`src/rtl/lis_pkg.sv`:
```
// Package: shared constants and the token type that walks the cell chain.
package lis_pkg;

   // Store depth: one cell per stored sequence element.
   localparam int MAX_LEN = 256;

   // Item count and subsequence lengths both range over 0..MAX_LEN.
   localparam int COUNT_W = $clog2(MAX_LEN + 1);
   localparam int LEN_W   = COUNT_W;

   // Fixed field widths on the ports.
   localparam int VALUE_W   = 32;
   localparam int FIELD_W   = 9;
   localparam int RSP_DATA_W = ((2 * FIELD_W + 7) / 8) * 8;

   // One item in flight through the chain.
   typedef struct packed {
      logic                      valid;
      logic                      start;
      logic                      ovf;
      logic signed [VALUE_W-1:0] value;
      logic [COUNT_W-1:0]        idx;
      logic [LEN_W-1:0]          pred;
   } token_type;

endpackage

```
`src/rtl/lis_tail.sv`:
```
// Chain tail: final length, running best and the result register.
module lis_tail (
   input  logic                      clock,
   input  logic                      reset,
   input  logic                      advance,
   input  lis_pkg::token_type        tok_in,
   output logic                      rsp_valid,
   output logic [lis_pkg::LEN_W-1:0] rsp_ending,
   output logic [lis_pkg::LEN_W-1:0] rsp_longest,
   output logic                      rsp_ovf
);

   logic [lis_pkg::LEN_W-1:0] best_ff;
   logic [lis_pkg::LEN_W-1:0] best_in;
   logic [lis_pkg::LEN_W-1:0] ending;
   logic [lis_pkg::LEN_W-1:0] base;
   logic                      valid_ff;
   logic [lis_pkg::LEN_W-1:0] ending_ff;
   logic [lis_pkg::LEN_W-1:0] longest_ff;
   logic                      ovf_ff;

   always_comb begin
      ending  = tok_in.ovf ? '0 : tok_in.pred + lis_pkg::LEN_W'(1);
      base    = tok_in.start ? '0 : best_ff;
      best_in = (ending > base) ? ending : base;
   end

   always_ff @(posedge clock) begin
      if (reset) begin
         best_ff  <= '0;
         valid_ff <= 1'b0;
      end else if (advance) begin
         valid_ff <= tok_in.valid;
         if (tok_in.valid) begin
            best_ff <= best_in;
         end
      end
   end

   always_ff @(posedge clock) begin
      if (advance && tok_in.valid) begin
         ending_ff  <= ending;
         longest_ff <= best_in;
         ovf_ff     <= tok_in.ovf;
      end
   end

   assign rsp_valid   = valid_ff;
   assign rsp_ending  = ending_ff;
   assign rsp_longest = longest_ff;
   assign rsp_ovf     = ovf_ff;

endmodule
```
`config.mk`:
```
export PLATFORM = sky130hd
export DESIGN_NAME = lis_tail
export DESIGN_NICKNAME = d
export VERILOG_FILES = /design/src/rtl/lis_pkg.sv /design/src/rtl/lis_tail.sv
export SDC_FILE = /design/constraint.sdc
export NUM_CORES = 1
export LEC_CHECK = 0
export ABC_AREA = 1
export BUFFER_PORTS_ARGS = -buffer_cell sky130_fd_sc_hd__buf_4
export CORE_UTILIZATION = 35
export CTS_BUF_LIST = sky130_fd_sc_hd__clkbuf_2 sky130_fd_sc_hd__clkbuf_4 sky130_fd_sc_hd__clkbuf_8
export CTS_CLUSTER_SIZE = 12
export DETAILED_ROUTE_END_ITERATION = 10
export PLACE_DENSITY_LB_ADDON = 0.2
export SYNTH_ARGS = -nofsm -noshare
export SYNTH_HDL_FRONTEND = slang
export SYNTH_SLANG_ARGS = --single-unit
```
`constraint.sdc`:
```
create_clock -name clock -period 2.7 [get_ports clock]
set_input_delay 0.405 -clock clock [delete_from_list [all_inputs] [get_ports clock]]
set_output_delay 0.405 -clock clock [all_outputs]
set_load 0.02 [all_outputs]
```
==> impl_summary.log, run 1 <==
[metrics] outcome: completed
[metrics] hold_buf cts: 0
[metrics] total power density per cell area: 543.8 mW/mm2
[metrics] Routed WL per cell: 10.39 um
[metrics] sequential area share after synthesis: 0.4506
[metrics] vertical die dimension: 71.91 um
[metrics] data required time of the critical path: 2.73 ns
[metrics] grt ovf: 0
[metrics] Mean Syn Cell Area: a little over 8 um2
[metrics] first-pass GRT wire length: between 5000 and 6000 um
[metrics] number of endpoints with negative hold slack in the final report: 0
[metrics] setup repair after global routing missed its margin: false
[metrics] starting density of the core: 0.3621
[metrics] transition time at the pin with the least slew margin: 0.5417 ns
[metrics] ANT nets after route: 0
[metrics] time the final worst path needs with I/O delays and setup: 2.178 ns
[metrics] number of rows in the core area: 25
[metrics] Arrival @ worst endpoint: 2.21 ns
[metrics] vias in the first global route: 1229
[metrics] Max IR drop VDD: ~0.00025 V
[metrics] clock insertion delay at the later pin of the skew report: 0.28 ns
[metrics] die boundary width: just over 70 um
[metrics] area of combinational cells with multiple inputs: about 750 um2
[metrics] number of cells in the finished layout apart from fillers: 315
[metrics] Final period util: 0.8067
[metrics] placer's final routability congestion estimate: 0.8125
[metrics] Gate Count Post-Synth: 207
[metrics] count of TritonRoute iterations in the first routing pass: 4
[metrics] clock tree root driver cell: clkbuf_8
[metrics] utilization after layout: 0.4501
[metrics] H-tree depth reported by CTS: 2
[metrics] Post-CTS Repair Setup Buffers: 0
[metrics] port bufs: 34
[metrics] post-detailed-routing wire length: 3272 um
[metrics] proportion of layout cells with a drive suffix above 1: 0.2661
[metrics] Synth-to-Final Area Change: 24.29%
[metrics] instance count after placement with tap cells included: approximately 310
[metrics] post-synthesis instance area: 0.001710 mm2
[metrics] maximum net fanout on the critical path: 10
[metrics] Post-Route Setup TNS: 0 ns
[metrics] Filler Cells Inserted: a little over 500
[metrics] maximum number of pins on one net before global-route repair: 29
[metrics] most frequent standard cell in the layout excluding fill and tap cells: nand2_1
[metrics] post-cts sizing count: 0
[metrics] # IOs: 76
[metrics] critical path start-end classification: in -> reg
[metrics] All-Layer GR Usage: 0.1441
[metrics] overall via count from detail_route: 1388
[metrics] CTS Sinks: 29
[metrics] pins over their slew limit: 0
[metrics] storage element area: a little under 800 um2
[metrics] type of origin of the critical path: input pin
[metrics] LEAKAGE: 1.009 nW
[metrics] Diodes inserted: 0
[metrics] Die Footprint: 0.005170 mm2
[metrics] Max clock buf depth: 2
[metrics] Yosys cell types: 21
[metrics] post-layout net count: 313
[metrics] HPWL after DPL: 2495 um
[metrics] most used cells in the layout excluding fill and tap cells: nand2_1 (44), inv_1 (39), buf_4 (36), nand3_1 (22), nor2_1 (20)
[metrics] endpoint class of the critical path: flop
[metrics] max-cap check violation count: 0
[metrics] class of the tightest hold or removal check: in -> reg
[metrics] clock skew: 0.005144 ns
[metrics] Via-to-Cell Ratio: 4.406
[metrics] TritonCTS Buffers: 5
[metrics] clock tree from TritonCTS: built
[metrics] post-synthesis net count: 273
[metrics] Worst-path clk slew: 0.06 ns
[metrics] worst slew margin relative to its limit: 0.6383
[metrics] violation count after the first detailed-route iteration: 59
[metrics] number of warnings reported in the yosys synthesis log: 0
[metrics] core outline area: 0.004723 mm2
[metrics] antenna violations before repair: 0
[metrics] Post-route DRC: 0
[metrics] Setup Viol. Count Final: 0
[metrics] Max Clock Freq: 459.1 MHz
[metrics] register bit total from synthesis: 29
-- path summary, 6_finish.rpt --
| kind | start | to | slack [ns] | cells after the start |
|---|---|---|---|---|
| setup / recovery | tok_in[0] | rsp_longest[1] | 0.52 | 14 |
| hold / removal | tok_in[50] | rsp_ovf | 0.33 | 1 |
| setup reg to reg | best_ff[8] | rsp_longest[1] | 0.80 | 11 |
| hold reg to reg | rsp_valid | rsp_valid | 0.48 | 2 |
-- critical path, cell delays in order --
cell	delay [ns]
buf_4	0.12
ha_1	0.22
nand2_2	0.10
nor2_2	0.05
a21oi_1	0.13
nor2_1	0.08
ha_1	0.30
nand2_2	0.09
nor2_4	0.16
nand3_2	0.10
nand3_4	0.19
nand2_8	0.11
nand2_1	0.09
nand2_1	0.06
-- registers in the layout, summed over array words and instances (netlist names) --
register / count
rsp_ovf: 1
rsp_longest: 9
rsp_ending: 9
rsp_valid: 1
best_ff: 9
-- cells in the mapped netlist --
cell type	n	area share
nand3_4	1	0.010
a21oi_2	1	0.0051
o21ai_0	2	0.0059
nand4_4	1	0.012
nand2_2	8	0.029
buf_6	2	0.013
a21o_1	1	0.0044
inv_2	2	0.0044
nand2_8	1	0.012
nand3_1	22	0.064
clkbuf_8	1	0.0080
nor2_4	2	0.013
ha_1	10	0.073
edfxtp_1	19	0.33
dfxtp_1	10	0.12
nor2_1	20	0.044
inv_1	39	0.086
nor2_2	5	0.018
nand3_2	1	0.0059
nand2_1	44	0.097
a21oi_1	15	0.044
-- layout make-up --
type	count	area share
clock buffer	8	0.04591
inverter	41	0.07240
multi-input combinational	134	0.3526
sequential	29	0.3626
tap	67	0.03943
timing repair buffer	36	0.1271
-- report_power, final --
group          internal [mW]  total, mW  switching, mW  leakage [nW]
Sequential             0.507      0.514        0.00690         0.257
Combinational         0.0955      0.259          0.163         0.699
Clock                  0.227      0.383          0.156        0.0523
Total                  0.830       1.16          0.326          1.01
-- kinds of logic after synthesis --
logic type               after synthesis  synth area share
adder cells (fa/ha/maj)               10           0.07315
AND/OR/NAND/NOR                      105            0.3058
buffers and inverters                 44            0.1112
flip-flops                            29            0.4506
AO/OA/AOI/OAI                         19           0.05926
-- metrics by stage --
step / total power, mW / hold slack (ns) / instance area (um2) / worst slack [ns]
global route: 1.228 / 0.3143 / 2126 / 0.3158
global placement: 0.7827 / 0.4571 / 2028 / 0.2232
CTS: 1.171 / 0.3184 / 2126 / 0.5305
detailed placement: 0.7849 / 0.4648 / 2028 / 0.2256
finish: 1.156 / 0.3273 / 2126 / 0.5220
floorplan: 0.7043 / 0.5039 / 1710 / 0.5287
-- per-layer routing --
metal  wire, um  share of wire  vias up  track usage
met5          0              0        -            0
met4         62          0.019        0      0.06536
met3        118          0.036        7      0.04167
met2       1551           0.47       30       0.2379
met1       1538           0.47      615       0.1748
li1           -              -      736            -
No activity file was read; power rests on OpenSTA's default activity.
==> run 2, diff against run 1 <==
Clock period 2.7 ns to 2.1 ns, I/O delays scaled along.
==> run 2 against run 1 <==
First-iteration DRC count increased by 58%. Combinational power increased by 96%. Final area increased by 25%. Global-route usage increased by 1.2 points. Critical path depth increased by 1. Critical path type unchanged. Highest routed layer unchanged.
==> impl_summary.log, run 2 (same netlist as run 1, synthesis figures left out) <==
[metrics] total power density per cell area: 627.5 mW/mm2 (+15%)
[metrics] Reg2Reg Capture Point: rsp_longest[1]
[metrics] instance count after placement with tap cells included: 326 (+6.2%)
[metrics] most used cells in the layout excluding fill and tap cells: buf_4 (54), inv_1 (37), nand2_1 (29), edfxtp_1 (19), nor2_1 (13)
[metrics] Max IR drop VDD: 0.0004516 V (+79%)
[metrics] utilization after layout: 0.5642 (+0.1142)
[metrics] grt ovf: 0 (unchanged)
[metrics] core outline area: 0.004723 mm2 (unchanged)
[metrics] most frequent standard cell in the layout excluding fill and tap cells: buf_4
[metrics] die boundary width: 71.91 um (unchanged)
[metrics] Synth-to-Final Area Change: 55.82%
[metrics] class of the tightest hold or removal check: in -> reg
[metrics] H-tree depth reported by CTS: 2 (unchanged)
[metrics] count of TritonRoute iterations in the first routing pass: 4 (unchanged)
[metrics] pins over their slew limit: 0 (unchanged)
[metrics] total power: 1.672 mW (+45%)
[metrics] kind of cell with the highest combined delay on the critical path: simple AND/OR/NAND/NOR gates
[metrics] Arrival @ worst endpoint: 2.10 ns (-0.11 ns)
[metrics] placer's final routability congestion estimate: 0.7533 (-7.3%)
[metrics] met1 GRT Util: 0.1789 (+0.004162)
[metrics] max-cap check violation count: 0 (unchanged)
[metrics] vias in the first global route: 1349 (+9.8%)
[metrics] hold_buf cts: 0 (unchanged)
[metrics] transition time at the pin with the least slew margin: 0.6044 ns (+0.06271 ns)
[metrics] CP most frequent cell: nor2_4
[metrics] WHS: 0.2830 ns (-0.04431 ns)
[metrics] LEAKAGE: 1.230 nW (+22%)
[metrics] launching point of the worst reg2reg path: best_ff[6]
[metrics] Worst-path clk slew: 0.06 ns (about the same)
[metrics] type of origin of the critical path: input pin
[metrics] number of rows in the core area: 25 (unchanged)
[metrics] depth of the most critical reg-to-reg path: 11 (unchanged)
[metrics] # IOs: 76 (unchanged)
[metrics] Max clock buf depth: 2 (unchanged)
[metrics] port bufs: 34 (unchanged)
[metrics] Max Clock Freq: 483.9 MHz
[metrics] All-Layer GR Usage: 0.1565 (+0.01237)
[metrics] number of cells in the finished layout apart from fillers: 340 (+7.9%)
[metrics] ANT nets after route: 0 (unchanged)
[metrics] most crowded layer after global routing: met2
[metrics] proportion of layout cells with a drive suffix above 1: 0.4982 (+0.2320)
[metrics] GRT met2 Usage: 0.2694 (+0.03145)
[metrics] launch point of the worst hold path: advance
[metrics] clock skew: 0.005622 ns (+0.0004780 ns)
[metrics] critical path start-end classification: in -> reg
[metrics] slowest stage delay, CP: 0.28 ns (-0.02 ns)
[metrics] area after detailed placement: 0.002171 mm2 (+7.0%)
[metrics] Filler Cells Inserted: 435 (-14%)
[metrics] GR met3 Demand/Resource: 0.04722 (+0.005556)
[metrics] antenna violations before repair: 0 (unchanged)
[metrics] Routed WL per cell: 12.28 um (+18%)
[metrics] maximum number of pins on one net before global-route repair: 29 (unchanged)
[metrics] number of endpoints with negative hold slack in the final report: 0 (unchanged)
[metrics] post-layout net count: 338 (+8.0%)
[metrics] Post-route DRC: 0 (unchanged)
[metrics] clock insertion delay at the later pin of the skew report: 0.28 ns (about the same)
[metrics] worst path buffer plus inverter count: 1 (unchanged)
[metrics] starting density of the core: 0.3621 (unchanged)
[metrics] first-pass GRT wire length: 6065 um (+8.1%)
[metrics] Setup Viol. Count Final: 0 (unchanged)
[metrics] CTS Sinks: 29 (unchanged)
[metrics] worst slew margin relative to its limit: 0.5965 (-0.04187)
[metrics] endpoint class of the critical path: flop
[metrics] Final period util: 0.9840
[metrics] post-route cell area: 0.002665 mm2 (+25%)
[metrics] Via-to-Cell Ratio: 4.688 (+6.4%)
[metrics] post-detailed-routing wire length: 4175 um (+28%)
[metrics] Worst Hold Path EP: rsp_valid
[metrics] overall via count from detail_route: 1594 (+15%)
[metrics] time the final worst path needs with I/O delays and setup: 2.066 ns
[metrics] vertical die dimension: 71.91 um (unchanged)
[metrics] data required time of the critical path: 2.13 ns (-0.60 ns)
[metrics] clock tree from TritonCTS: built
[metrics] slowest stage cell on the critical path: ha_4
[metrics] TritonCTS Buffers: 5 (unchanged)
[metrics] clock tree root driver cell: clkbuf_8
[metrics] HPWL after DPL: 2626 um (+5.2%)
[metrics] Worst Hold Path Cells: 4 (+3)
[metrics] maximum net fanout on the critical path: 6 (-4)
[metrics] outcome: completed
[metrics] critical path, cell by cell: buf_8 -> ha_4 -> nand2_4 -> nor2_4 -> nand3_2 -> nand2_2 -> nor2_4 -> ha_4 -> nand2_4 -> a21oi_1 -> nor2_4 -> nand3_4 -> nand2_8 -> nand2_2 -> nand2_1
[metrics] Diodes inserted: 0 (unchanged)
[metrics] register-to-register setup slack: 0.12 ns (-0.68 ns)
[metrics] violation count after the first detailed-route iteration: 93 (+58%)
[metrics] Die Footprint: 0.005170 mm2 (unchanged)
-- run 2: where the power goes --
group / internal (mW) / switching, mW / total [mW]
logic: 0.204 / 0.304 / 0.508
clock network: 0.293 / 0.210 / 0.503
registers: 0.652 / 0.00937 / 0.662
-- run 2: worst max path at each step --
stage / start / endpoint / slack, ns / cells past startpoint
2_1_floorplan: tok_in[0] / rsp_longest[1] / 0.02 / 13
3_3_place_gp: tok_in[0] / rsp_longest[4] / -0.29 / 13
3_5_place_dp: tok_in[0] / rsp_longest[4] / -0.29 / 13
4_1_cts: tok_in[0] / rsp_longest[4] / 0.008 / 13
5_1_grt: tok_in[0] / best_ff[5] / -0.06 / 17
6_report: tok_in[1] / rsp_longest[1] / 0.03 / 15
-- run 2: per-stage QoR --
step | TNS [ns] | worst slack (ns)
floorplan | 0 | 0.01869
global placement | -4.651 | -0.2859
detailed placement | -4.885 | -0.2944
CTS | 0 | 0.007796
global route | -0.5971 | -0.05605
finish | 0 | 0.03356
-- run 2: worst register-to-register path: stages (launching register included) --
cell	delay, ns
dfxtp_1	0.31
inv_1	0.05
nor2_2	0.15
inv_1	0.10
ha_4	0.28
nand2_1	0.06
a21oi_1	0.25
nor2_4	0.08
nand3_4	0.21
nand2_8	0.11
nand2_2	0.08
nand2_1	0.06
-- run 2: routing by layer --
metal	wire [um]	part of all wire
met3	172	0.041
met2	2167	0.52
met5	0	0
met4	120	0.029
met1	1715	0.41
-- run 2: area by class of cell --
type | count | area (um2) | share of cell area
Sequential cell | 29 | 770.7 | 0.2892
Inverter | 41 | 153.9 | 0.05775
Tap cell | 67 | 83.83 | 0.03146
Clock buffer | 8 | 97.59 | 0.03662
Timing Repair Buffer | 58 | 454.2 | 0.1704
Multi-Input combinational cell | 137 | 1105 | 0.4146
-- run 2: repair_timing --
item                       in CTS  in global routing
setup buffers                   0                  3
setup endpoints to repair       0                 18
resized for setup               0                 74
