$ cat src/rtl/lis_pkg.sv
// Package: shared constants and the token type that walks the cell chain.
package lis_pkg;

   // Store depth: one cell per stored sequence element.
   localparam int MAX_LEN = 256;

   // Item count and subsequence lengths both range over 0..MAX_LEN.
   localparam int COUNT_W = $clog2(MAX_LEN + 1);
   localparam int LEN_W   = COUNT_W;

   // Fixed field widths on the ports.
   localparam int VALUE_W   = 32;
   localparam int FIELD_W   = 9;
   localparam int RSP_DATA_W = ((2 * FIELD_W + 7) / 8) * 8;

   // One item in flight through the chain.
   typedef struct packed {
      logic                      valid;
      logic                      start;
      logic                      ovf;
      logic signed [VALUE_W-1:0] value;
      logic [COUNT_W-1:0]        idx;
      logic [LEN_W-1:0]          pred;
   } token_type;

endpackage

$ cat src/rtl/lis_cell.sv
// Chain cell: holds one stored element and updates the passing token.
module lis_cell (
   input  logic                        clock,
   input  logic                        reset,
   input  logic                        advance,
   input  logic [lis_pkg::COUNT_W-1:0] cell_idx,
   input  lis_pkg::token_type          tok_in,
   output lis_pkg::token_type          tok_out
);

   logic signed [lis_pkg::VALUE_W-1:0] value_ff;
   logic [lis_pkg::LEN_W-1:0]          len_ff;
   lis_pkg::token_type                 tok_ff;
   lis_pkg::token_type                 tok_in_upd;
   logic                               hit;
   logic                               store;

   // Only elements that precede the token's own position count.
   assign hit = tok_in.valid && (tok_in.idx > cell_idx) &&
                (value_ff < tok_in.value) && (len_ff > tok_in.pred);

   // The token drops its element into the cell at its own position.
   assign store = advance && tok_in.valid && !tok_in.ovf && (tok_in.idx == cell_idx);

   always_comb begin
      tok_in_upd = tok_in;
      if (hit) begin
         tok_in_upd.pred = len_ff;
      end
   end

   always_ff @(posedge clock) begin
      if (store) begin
         value_ff <= tok_in.value;
         len_ff   <= tok_in.pred + lis_pkg::LEN_W'(1);
      end
   end

   always_ff @(posedge clock) begin
      if (reset) begin
         tok_ff.valid <= 1'b0;
      end else if (advance) begin
         tok_ff <= tok_in_upd;
      end
   end

   assign tok_out = tok_ff;

endmodule

$ cat config.mk
export PLATFORM = sky130hd
export DESIGN_NAME = lis_cell
export DESIGN_NICKNAME = d
export VERILOG_FILES = /design/src/rtl/lis_pkg.sv /design/src/rtl/lis_cell.sv
export SDC_FILE = /design/constraint.sdc
export NUM_CORES = 1
export LEC_CHECK = 0
export BUFFER_PORTS_ARGS = -buffer_cell sky130_fd_sc_hd__buf_2
export CORE_AREA = 2 2 118 131
export CTS_CLUSTER_DIAMETER = 60
export DETAILED_ROUTE_END_ITERATION = 7
export DIE_AREA = 0 0 120 133
export PLACE_DENSITY = 0.63
export SYNTH_ARGS = -nofsm -noshare
export SYNTH_HDL_FRONTEND = slang
export SYNTH_SLANG_ARGS = --single-unit
$ cat constraint.sdc
create_clock -name clock -period 4.65 [get_ports clock]
set_clock_uncertainty 0.05 [all_clocks]
set_input_delay 0.6975 -clock clock [delete_from_list [all_inputs] [get_ports clock]]
set_output_delay 0.6975 -clock clock [all_outputs]
set_load 0.02 [all_outputs]
==> results.md, run 1 <==
Placement:
- Counting tap cells, the placed design contains a total of between 600 and 700 instances.
- OpenSTA, run right after detailed placement, puts the worst setup slack at 1.02 ns.
- In this run the cell area measured after placement is 5190 um2.
- The number of port buffers is 117.
- At the end of routability-driven placement, the weighted congestion stood at roughly 0.80.
- The HPWL reported at the end of detailed placement is 6.75 mm.

Floorplanning:
- about 120 I/O pins were placed.
- The floorplan die width is 120 um.
- The region available for standard cell placement spans ~15000 um2.
- The number of placement rows is 47.
- For this configuration, the core starts out at a cell density of 29.3%.
- The die area is 16000 um2.
- The die span in y is 133 um.

Pwr:
- The proportion of power drawn by the clock network is between 30% and 40%.
- Of the total power, the share spent switching nets is 22.8%.
- The power density over the cells is 344 nW/um2.
- The analysis attributes to cell leakage a power of roughly 2.4 nW.
- The combinational fraction of design power is 10.4%.
- The highest ir drop seen on vdd is around 0.2 mV.
- The net switching power is 0.429 mW.
- The internal power is around 1.5 mW.
- Per report_power, the sequential group accounts for 51.6% of the total.

Route:
- The residual antenna-violating net count after detailed routing is 0.
- The DRC violations left is 0.
- The total via count in the routed design is 2785.
- The first-pass iteration count of the detailed router is 4.
- After detailed routing, the total wire length is just over 9 mm.
- Dividing the detail-routed wire length by the instance count gives 14.3 um.
- The number of violations reported at the end of detailed-routing iteration 0 is ~170.
- The via density per instance is 4.41.

Global routing:
- The initial antenna violation count is 0.
- Global routing finished with a remaining overflow of 0.
- The via count of the first global-routing pass is 2921.
- The largest net degree at the start of global routing is 42.
- In the global route stage, overall resource usage came out at 11.9%.
- The first-pass GRT wire length is 14.5 mm.

STA:
- The final period demand of the worst path is 3.28 ns.
- At the pin with the least slew margin, the transition time is ~0.8 ns.
- Hold timing on the final database bottoms out at a slack of 0.442 ns.
- The count of pins over their slew limit is 0.
- Setup violations remaining at the end of the flow were counted as 0.
- The summed negative setup slack over all endpoints is 0 ns.
- The worst path uses between 70 and 80% of the clock period.
- Static timing analysis puts the maximum clock frequency at 305 MHz.
- Setup repair after global routing left no endpoint under its margin.
- The slack of the critical path is 1.37 ns.
- The final hold violation count was 0.
- Headroom to the max-slew limit came out at between 40% and 50%.

Logic synthesis:
- In this run the mean area of a mapped cell was 14.4 um2.
- The distinct cell type count of the synthesized netlist is 30.
- The register area share after synthesis is around two thirds.
- The number of nets handed over by synthesis was between 400 and 500.
- The count of mapped cells out of synthesis is 300.
- Yosys attributes the largest share of cell area to edfxtp_1 65%, ha_1 14%, inv_1 4.6%.
- The count of yosys warnings during synthesis is 0.
- The number of flops mapped to enable cells by yosys is a little over 90.
- For this run, the leading register cell type out of synthesis is edfxtp_1.
- After synthesis, the largest area contributor takes up 64.5% of total cell area.
- In the synthesized netlist the async set-or-reset flop fraction comes to 0%.
- Summing every instance area after synthesis gives 4330 um2.
- The number of synthesized register bits is 94.
- The library cell occupying the most area in the post-synthesis netlist is edfxtp_1.

CTS:
- The clock tree from TritonCTS is done.
- The clock passes through at most 2 buffers.
- Clock-pin slew was measured on the worst setup and hold paths at 0.06 ns.
- CTS saw 94 sinks.
- The number of clock buffers added by TritonCTS is 9.
- The level count of the clock H-tree is 3.
- The cell sitting at the root of the clock tree is a clkbuf_16.
- Buffers inserted to repair hold after CTS numbered 0.
- The buffer count from post-CTS setup fixing is 0.
- The number of gates resized after CTS was 0.
- For the worst-skew pair, the clock arrives at the later sink with an insertion delay of 0.34 ns.

Finish:
- The repair_antennas step left the layout with diodes totalling 0.
- The final instance area is 5480 um2.
- In the layout the commonest cells are 117 x buf_2, 93 x edfxtp_1, 53 x inv_1.
- Once layout is complete, the cells apart from fillers number 631.
- The growth of design area from synthesis to finish is 26.5%.
- The fraction of layout cells with a size suffix above 1 is 33.1%.
- After filler insertion, the fill cell instance count of the layout stands at between 1000 and 1500.
- The library cell used most frequently in the layout, excluding fill and tap cells, is buf_2.
- For this run, the post-layout net count is 545.

Worst setup path:
- The nature of the critical path startpoint is an input port.
- The largest fanout on the critical path is 9.
- The slowest library cell on the worst path is nor4b_4.
- For the worst setup path, the data required time is roughly 4.7 ns.
- The critical path goes through buf_2 > inv_1 > ha_1 > nand4_1 > or3_1 > o32ai_1 > o41a_1 > nor3_1 > nor4b_4 > mux2_2.
- The critical path class is input port to flop.
- For this run, the slowest stage of the critical path takes between 0.6 and 0.7 ns.
- Data arrives at the worst endpoint at 3.33 ns.
- Broken down by cell family, the worst path's largest delay share belongs to simple AND/OR/NAND/NOR gates.
- The critical path endpoint category is a flop.
- The number of buffers and inverters on the critical path is 2.

Outcome:
- The flow ran to the end, and the final reports show no timing, DRC or antenna violations.

Hold path:
- In this run the worst hold path is classified as flop to flop.

Job:
- The number of max-cap violations is 0.
## path summary, 6_finish.rpt
| kind | from | endpoint | slack, ns | cells after the start |
|---|---|---|---|---|
| setup / recovery | tok_in[32] | tok_out[5]$_DFFE_PP_ | 1.37 | 10 |
| hold / removal | tok_out[52]$_SDFFE_PP0P_ | tok_out[52]$_SDFFE_PP0P_ | 0.44 | 2 |
| setup reg to reg | value_ff[13]$_DFFE_PP_ | tok_out[5]$_DFFE_PP_ | 1.49 | 8 |
| hold reg to reg | tok_out[52]$_SDFFE_PP0P_ | tok_out[52]$_SDFFE_PP0P_ | 0.44 | 2 |
## cell families after synthesis
group,count (synthesis),synth area share (%)
flops,94,65.0
simple gates,50,6.68
buf+inv,53,4.60
compound gates,37,5.58
fa+ha+maj,50,14.5
mux,9,2.31
xor+xnor,7,1.42
## stage by stage
stage | util, % | power (mW)
floorplan | - | 1.10
global placement | 35.2 | 1.18
detailed placement | 35.2 | 1.19
CTS | 37.1 | 1.92
global route | 37.1 | 1.97
finish | 37.1 | 1.89
## power groups by stage
stage / clock network, mW / registers (mW) / logic [mW]
finish: 0.718 / 0.973 / 0.196
detailed placement: 0 / 0.992 / 0.198
global route: 0.772 / 0.975 / 0.219
floorplan: 0 / 1.03 / 0.0689
CTS: 0.743 / 0.974 / 0.199
global placement: 0 / 0.992 / 0.193
## layer usage
layer	GRT usage [%]	vias up	wire length [um]
li1	-	1376	-
met1	14.5	1309	3920
met2	19.3	86	4390
met3	3.28	14	536
met4	5.82	0	211
met5	0	-	0
## worst reg2reg max path, cell delays in order (launching register included)
cell and delay, ns:
edfxtp_1 0.37, ha_1 0.31, nand4_1 0.14, or3_1 0.41
o32ai_1 0.28, o41a_1 0.21, nor3_1 0.09, nor4b_4 0.64
mux2_2 0.42
## flip-flops by register name, indices dropped and copies added (netlist names)
signal,flops
tok_out,53
value_ff,32
len_ff,9
## area by class of cell
class	instances	area, um2	share of cell area (%)
flip-flops and latches	94	2810	51.3
multi-input cells	153	1340	24.4
repair buffers	119	601	11.0
well taps	196	245	4.48
clock buffers	12	236	4.32
inverters	53	199	3.63
clock inverters	4	47.5	0.868
## cells in the mapped netlist, types with 3 or more instances
library cell / instances
edfxtp_1: 93
nand2_1: 10
mux2_2: 8
inv_1: 53
nor3_1: 5
nor4_1: 3
a21o_1: 5
a21oi_1: 12
o21ai_0: 9
nand3_1: 6
xnor2_1: 6
ha_1: 50
nand2b_1: 3
nor2_1: 5
and4_1: 4
a221oi_1: 3
nand4_1: 10
No activity file was read; power rests on OpenSTA's default activity.
==> inputs of run 2 (changes only) <==
clock period = 2.9 ns   (was 4.65 ns; I/O delays follow)
==> run 2 against run 1 <==
Via count grew 4.7%. Sequential power grew 60%. Setup slack got worse by 1.3 ns. Wire length shrank 0.51%. Power is 57% higher. Flip-flop and latch count did not move. Worst hold slack lost 0.23 ns. Critical path depth decreased by 1. Critical path type is now flop to flop. Cell area is 4.0% higher. Die area unchanged.
==> results.md, run 2 (same netlist as run 1, synthesis figures left out) <==
STA:
- The actual transition at the worst max-transition pin is 0.454 ns.
- The worst path in the final design needs a cycle of 2.80 ns, including I/O delays and setup.
- The final hold violation count was 0.
- The count of pins over their slew limit was 0.
- Setup violations remaining at the end of the flow were counted as 0.
- Dividing the final minimum period by the clock period gives 96.6%.
- The worst pin sits at a relative slew slack of between 60% and 70%.
- Setup repair after global routing could not meet its margin everywhere.
- The slack of the critical path is 0.0976 ns.
- The maximum clock frequency is 357 MHz.

Finish:
- The count of placed standard cells in the final layout, fillers left out is 656.
- In the layout the commonest cells are 117 x buf_2, 93 x edfxtp_1, 53 x inv_1.
- The number of inserted diodes is 0.
- The leading cell type in the layout, fill and taps excluded is buf_2.
- The growth of design area from synthesis to finish is 31.5%.
- The register with the most flip-flops in the layout has 53 of them.
- The count of fill cells added during filler insertion is 1439.
- After the last flow step, the layout net total stands at 570.
- The post-route netlist has 37.4% of its cells at a drive strength greater than 1.

Job:
- The number of max-cap violations is 0.

Placement:
- Summed over all nets, the half-perimeter wirelength after detailed placement is around 6.8 mm.
- The number of cells in the design after placement is 639.
- The number of port buffers is ~120.
- Before CTS, the worst setup slack after placement is -0.158 ns.
- The congestion estimate from routability-driven global placement came to 0.806.

Hold path:
- The startpoint identified for the worst hold timing path is tok_in[51].
- In this run the worst hold path is classified as input port to flop.
- Along the worst hold path, the cell count comes to 1.

CTS:
- In this run the deepest clock path goes through 2 buffers.
- For the worst-skew pair, the clock arrives at the later sink with an insertion delay of between 0.3 and 0.4 ns.
- Counting every sink on the clock net gives 94.
- The clock tree from TritonCTS is done.
- After clock tree synthesis, the clock-pin slew on the worst setup and hold paths is 0.06 ns.
- The level count of the clock H-tree is 3.
- CTS placed an instance of clkbuf_16 at the clock tree root.
- In this run, CTS created clock tree buffers numbering 9.
- In this run, post-CTS hold repair placed 0 buffers.

Worst setup path:
- The source of the critical timing path is value_ff[9]$_DFFE_PP_.
- The worst register-to-register path begins at value_ff[9]$_DFFE_PP_.
- The critical path class is flop to flop.
- STA classifies the critical path startpoint as a flop.
- The number of cell instances on the worst register-to-register path is 9.
- The worst setup path is captured at a flop.
- In this run the worst path has a maximum fanout of 9.
- At the worst endpoint, the arrival time is 2.85 ns.
- The required time at the endpoint of the critical path is 2.95 ns.

Route:
- For this run, the detailed router's first-pass iteration total came to 4.
- After detailed routing, the total wire length is 9.01 mm.
- The wire length per cell after detailed routing is 13.7 um.
- The via density per instance is ~4.4.
- The residual antenna-violating net count after detailed routing is 0.
- In the routed design, unresolved DRC markers number 0.
- The number of violations reported at the end of detailed-routing iteration 0 is 113.
- Across all layers, the routed design uses just under 3000 vias.

Global routing:
- The remaining global-route overflow is 0.
- The initial antenna violation count is 1.
- The largest net degree at the start of global routing is 42.
- The first global-routing pass estimated 14.6 mm of wire.
- The via count of the first global-routing pass came to 3101.
- For this run, the total global-route usage over all layers was measured as 12.0%.

Floorplanning:
- The region available for standard cell placement spans about 15000 um2.
- In this run the count of I/O pins placed on the die edge is 118.
- The starting density of the core is 29.3%.
- The die area is 16000 um2.
- The die span in y is 133 um.
- The number of placement rows is 47.
- The floorplan die width is 120 um.

Outcome:
- The run finished with clean final reports.

Pwr:
- The analysis attributes to cell leakage a power of 2.49 nW.
- Power spread over the standard cell area amounts to ~520 nW/um2.
- The highest ir drop seen on vdd is 0.230 mV.
run 2: cell types whose count changed in the layout (fill, tap and decap cells not counted), moves of 2 or more:
| cell | change |
|---|---|
| buf_12 | +2 |
| buf_4 | +23 |
| clkbuf_1 | -2 |
| clkinv_4 | +2 |
run 2: repair_timing:
item	4_1_cts	5_1_grt
resized for setup	0	2
setup buffers	0	1
setup endpoints to repair	0	8
hold endpoints to repair	0	0
run 2: area by class of cell:
| type | count | area (um2) | share of cell area, % |
|---|---|---|---|
| clock buffers | 10 | 229 | 4.02 |
| well taps | 196 | 245 | 4.31 |
| multi-input cells | 153 | 1360 | 23.8 |
| flip-flops and latches | 94 | 2810 | 49.4 |
| inverters | 53 | 199 | 3.49 |
| repair buffers | 144 | 813 | 14.3 |
| clock inverters | 6 | 38.8 | 0.681 |
run 2: worst paths after layout:
path	end	slack, ns
max	tok_out[6]$_DFFE_PP_	0.1
min	tok_out[51]$_DFFE_PP_	0.21
max reg2reg	tok_out[6]$_DFFE_PP_	0.1
min reg2reg	tok_out[52]$_SDFFE_PP0P_	0.43
run 2: routing by layer:
| layer | share of wire (%) | vias to the layer above | global-route usage [%] |
|---|---|---|---|
| li1 | - | 1429 | - |
| met1 | 42 | 1381 | 14.1 |
| met2 | 49 | 89 | 19.5 |
| met3 | 6.6 | 16 | 3.62 |
| met4 | 2.5 | 0 | 6.41 |
| met5 | 0 | - | 0 |
run 2: where the power goes:
group,leakage (nW),internal (mW),switching [mW]
sequential,0.865,1.55,0.0122
combinational,1.49,0.142,0.196
clock,0.130,0.578,0.494
run 2: worst max-delay path: stages, from the launching register on:
cell and delay [ns]:
edfxtp_1 0.42, ha_4 0.29, nand4_1 0.11, or3_1 0.38, o32ai_2 0.26, o41a_1 0.19, nor3_1 0.08, nor4b_4 0.28
buf_12 0.17, mux2_2 0.33
run 2: metrics by stage:
stage               hold WS (ns)  instance area [um2]  setup TNS, ns  power [mW]  utilization, %
global route               0.200                 5690         -0.533        3.10            38.6
global placement           0.406                 5400         -0.986        1.92            36.6
finish                     0.215                 5690              0        2.97            38.6
detailed placement         0.419                 5400          -1.23        1.93            36.6
CTS                        0.202                 5670              0        3.02            38.4
floorplan                  0.454                 4340              0        1.76               -
==> inputs of run 3 (changes only) <==
PLACE_DENSITY = default   (was 0.63)
clock period = 3.4 ns   (was 2.9 ns; I/O delays follow)
==> run 3 against run 2 <==
Non-clock buffer count fell by 22. Cell count fell by 3.2%. Critical path depth did not move. Largest cell class unchanged. Wire length fell by 0.93%. Clock-buffer cell count rose by 2.
==> results.md, run 3 (same netlist as run 1, synthesis figures left out) <==
Outcome:
- The run finished with clean final reports.

Placement:
- The total cell area at the placement stage is 5220 um2.
- The HPWL reported at the end of detailed placement is 6.79 mm.
- The number of placed instances, taps included, is 618.
- During placement, the flow inserted port buffers numbering approximately 120.
- OpenSTA, run right after detailed placement, puts the worst setup slack at 0.205 ns.
- The placer's final routability congestion estimate is 0.791.

Finish:
- The final core area utilization is 37.3%.
- The growth of design area from synthesis to finish is 27.1%.
- The count of nets after finishing is 548.
- The fraction of layout cells with a size suffix above 1 is 33.3%.
- The flip-flop count of the largest register after layout is 53.
- The finished cells cover 5500 um2.
- In the layout the commonest cells are 117 x buf_2, 93 x edfxtp_1, 53 x inv_1.
- The library cell used most frequently in the layout, excluding fill and tap cells, is buf_2.
- Excluding fillers, the count of instances in the completed layout stands at 635.
- The count of fill cells added during filler insertion is between 1000 and 1500.

Floorplanning:
- The area of the core is about 15000 um2.
- The floorplan step set the die height to around 130 um.
- The floorplan step set the die width to 120 um.
- The floorplan has 47 rows.
- Pin placement for this block handled 118 I/O pins.
- The initial utilization of the core area, before any placement, comes to around 29%.
- The die area is 16000 um2.

Global routing:
- The via count of the first global-routing pass is 3002.
- The largest net degree at the start of global routing is 28.
- The first-pass GRT wire length is 14.6 mm.
- The remaining global-route overflow is 0.
- The initial antenna violation count was 0.
- The total global-route track usage is 11.9%.

Pwr:
- The highest ir drop seen on vdd is 0.188 mV.
- The total power is 2.58 mW.
- In this run the power density over the cells is 468 nW/um2.
- The leakage power summed over all cells is 2.38 nW.

STA:
- The worst slew margin relative to its limit is 70.7%.
- The actual transition at the worst max-transition pin is 0.436 ns.
- Setup violations remaining at the end of the flow were counted as 0.
- The portion of the clock cycle consumed by the worst path in the final layout is 84.6%.
- The maximum clock frequency is 348 MHz.
- Hold timing on the final database bottoms out at a slack of 0.294 ns.
- The final period demand of the worst path is 2.88 ns.
- The summed negative setup slack over all endpoints is 0 ns.
- Setup slack on the critical path of the routed design comes to 0.524 ns.
- The final hold violation count is 0.
- The count of pins over their slew limit is 0.
- Setup repair after global routing left no endpoint under its margin.

Worst setup path:
- The endpoint of the worst setup timing path is tok_out[8]$_DFFE_PP_.
- For the worst flop-to-flop path, the logic depth is 9.
- The slowest library cell on the worst path is or3_1.
- The critical path endpoint category is a flop.
- The endpoint identified for the worst register-to-register timing path is tok_out[8]$_DFFE_PP_.
- STA puts the critical path data arrival time at 2.92 ns.
- The critical path class is flop to flop.
- In this design, the stage delay of the slowest critical-path cell is approximately 0.4 ns.
- The internal reg-to-reg setup slack is 0.52 ns.
- The worst setup path is launched from a flop.
- Of all nets on the critical path, the largest fanout is 9.
- The worst register-to-register path begins at value_ff[13]$_DFFE_PP_.
- Data on the critical path is required at its endpoint by 3.44 ns.
- Traced cell by cell, the critical path runs through ha_1 > nand4_1 > or3_1 > o32ai_1 > o41a_1 > nor3_1 > nor4b_4 > buf_4 > mux2_2.
- The source of the critical timing path is value_ff[13]$_DFFE_PP_.

CTS:
- The clock tree from TritonCTS is done.
- The clock buffer count from CTS is 9.
- The worst-skew pair later-pin latency is between 0.3 and 0.4 ns.
- The number of gates resized after CTS was 0.
- The level count of the clock H-tree is 3.
- CTS placed an instance of clkbuf_16 at the clock tree root.
- The post-CTS clock slew at the launch and capture registers of the worst setup and hold paths is 0.06 ns.
- The sink count of the clock tree is 94.
- The buffer count from post-CTS setup fixing is 0.
- Counting along the longest clock path gives a buffer depth of 2.
- Hold repair after CTS inserted 0 buffers.

Hold path:
- The class of the tightest hold or removal check is input port to flop.
- Along the worst hold path, the cell count comes to 1.

Route:
- The wire length per cell after detailed routing is 14.1 um.
- In this run the remaining antenna-violating nets after routing total 0.
- The via density per instance is 4.39.
- The first TritonRoute pass finished after 4 iterations.
- The routed wire length is 8.92 mm.
- The number of violations reported at the end of detailed-routing iteration 0 is 156.
- The DRC violations left is 0.
- For this block, the via count after detailed routing is about 2800.

Job:
- The tool flagged a number of max-cap violations equal to 0.
==> run 3: cell types whose count changed in the layout (fill, tap and decap cells not counted), sizes merged <==
cell      before  now
buf          144  122
clkbuf        10   12
clkinv         5    3
bufinv         0    1
clkinvlp       1    0
diode          0    1
==> run 3: critical path, delay by kind of cell, from the launching register on <==
kind	cells	cell delay, ns
mux	1	0.35
buf+inv	1	0.23
compound gates	2	0.48
flops	1	0.38
simple gates	4	0.83
fa+ha+maj	1	0.31
==> run 3: worst min path at each step <==
stage                                         from                        to
after global placement    tok_out[52]$_SDFFE_PP0P_  tok_out[52]$_SDFFE_PP0P_
final                                   tok_in[51]     tok_out[51]$_DFFE_PP_
after floorplan           tok_out[52]$_SDFFE_PP0P_  tok_out[52]$_SDFFE_PP0P_
after CTS                               tok_in[51]     tok_out[51]$_DFFE_PP_
after detailed placement  tok_out[52]$_SDFFE_PP0P_  tok_out[52]$_SDFFE_PP0P_
after global routing                    tok_in[51]     tok_out[51]$_DFFE_PP_
==> run 3: cell type report <==
cell class	count	area (um2)	share of cell area [%]
timing repair buffer	122	623	11.3
tap	196	245	4.46
clock inverter	4	47.5	0.864
sequential	94	2810	51.1
clock buffer	12	236	4.30
antenna	1	2.50	0.0455
inverter	53	199	3.62
multi-input combinational	153	1340	24.3
==> run 3: per-layer routing <==
| metal | wire length, um | share of wire, % | global-route usage [%] | up-vias |
|---|---|---|---|---|
| met1 | 3880 | 43 | 14.3 | 1317 |
| met3 | 554 | 6.2 | 3.66 | 11 |
| met4 | 117 | 1.3 | 4.71 | 0 |
| met2 | 4380 | 49 | 19.7 | 77 |
| li1 | - | - | - | 1385 |
| met5 | 0 | 0 | 0 | - |
==> run 3: where the power goes <==
part / switching, mW / internal, mW
sequential: 0.00957 / 1.32
combinational: 0.163 / 0.105
clock: 0.409 / 0.568
total: 0.582 / 1.99
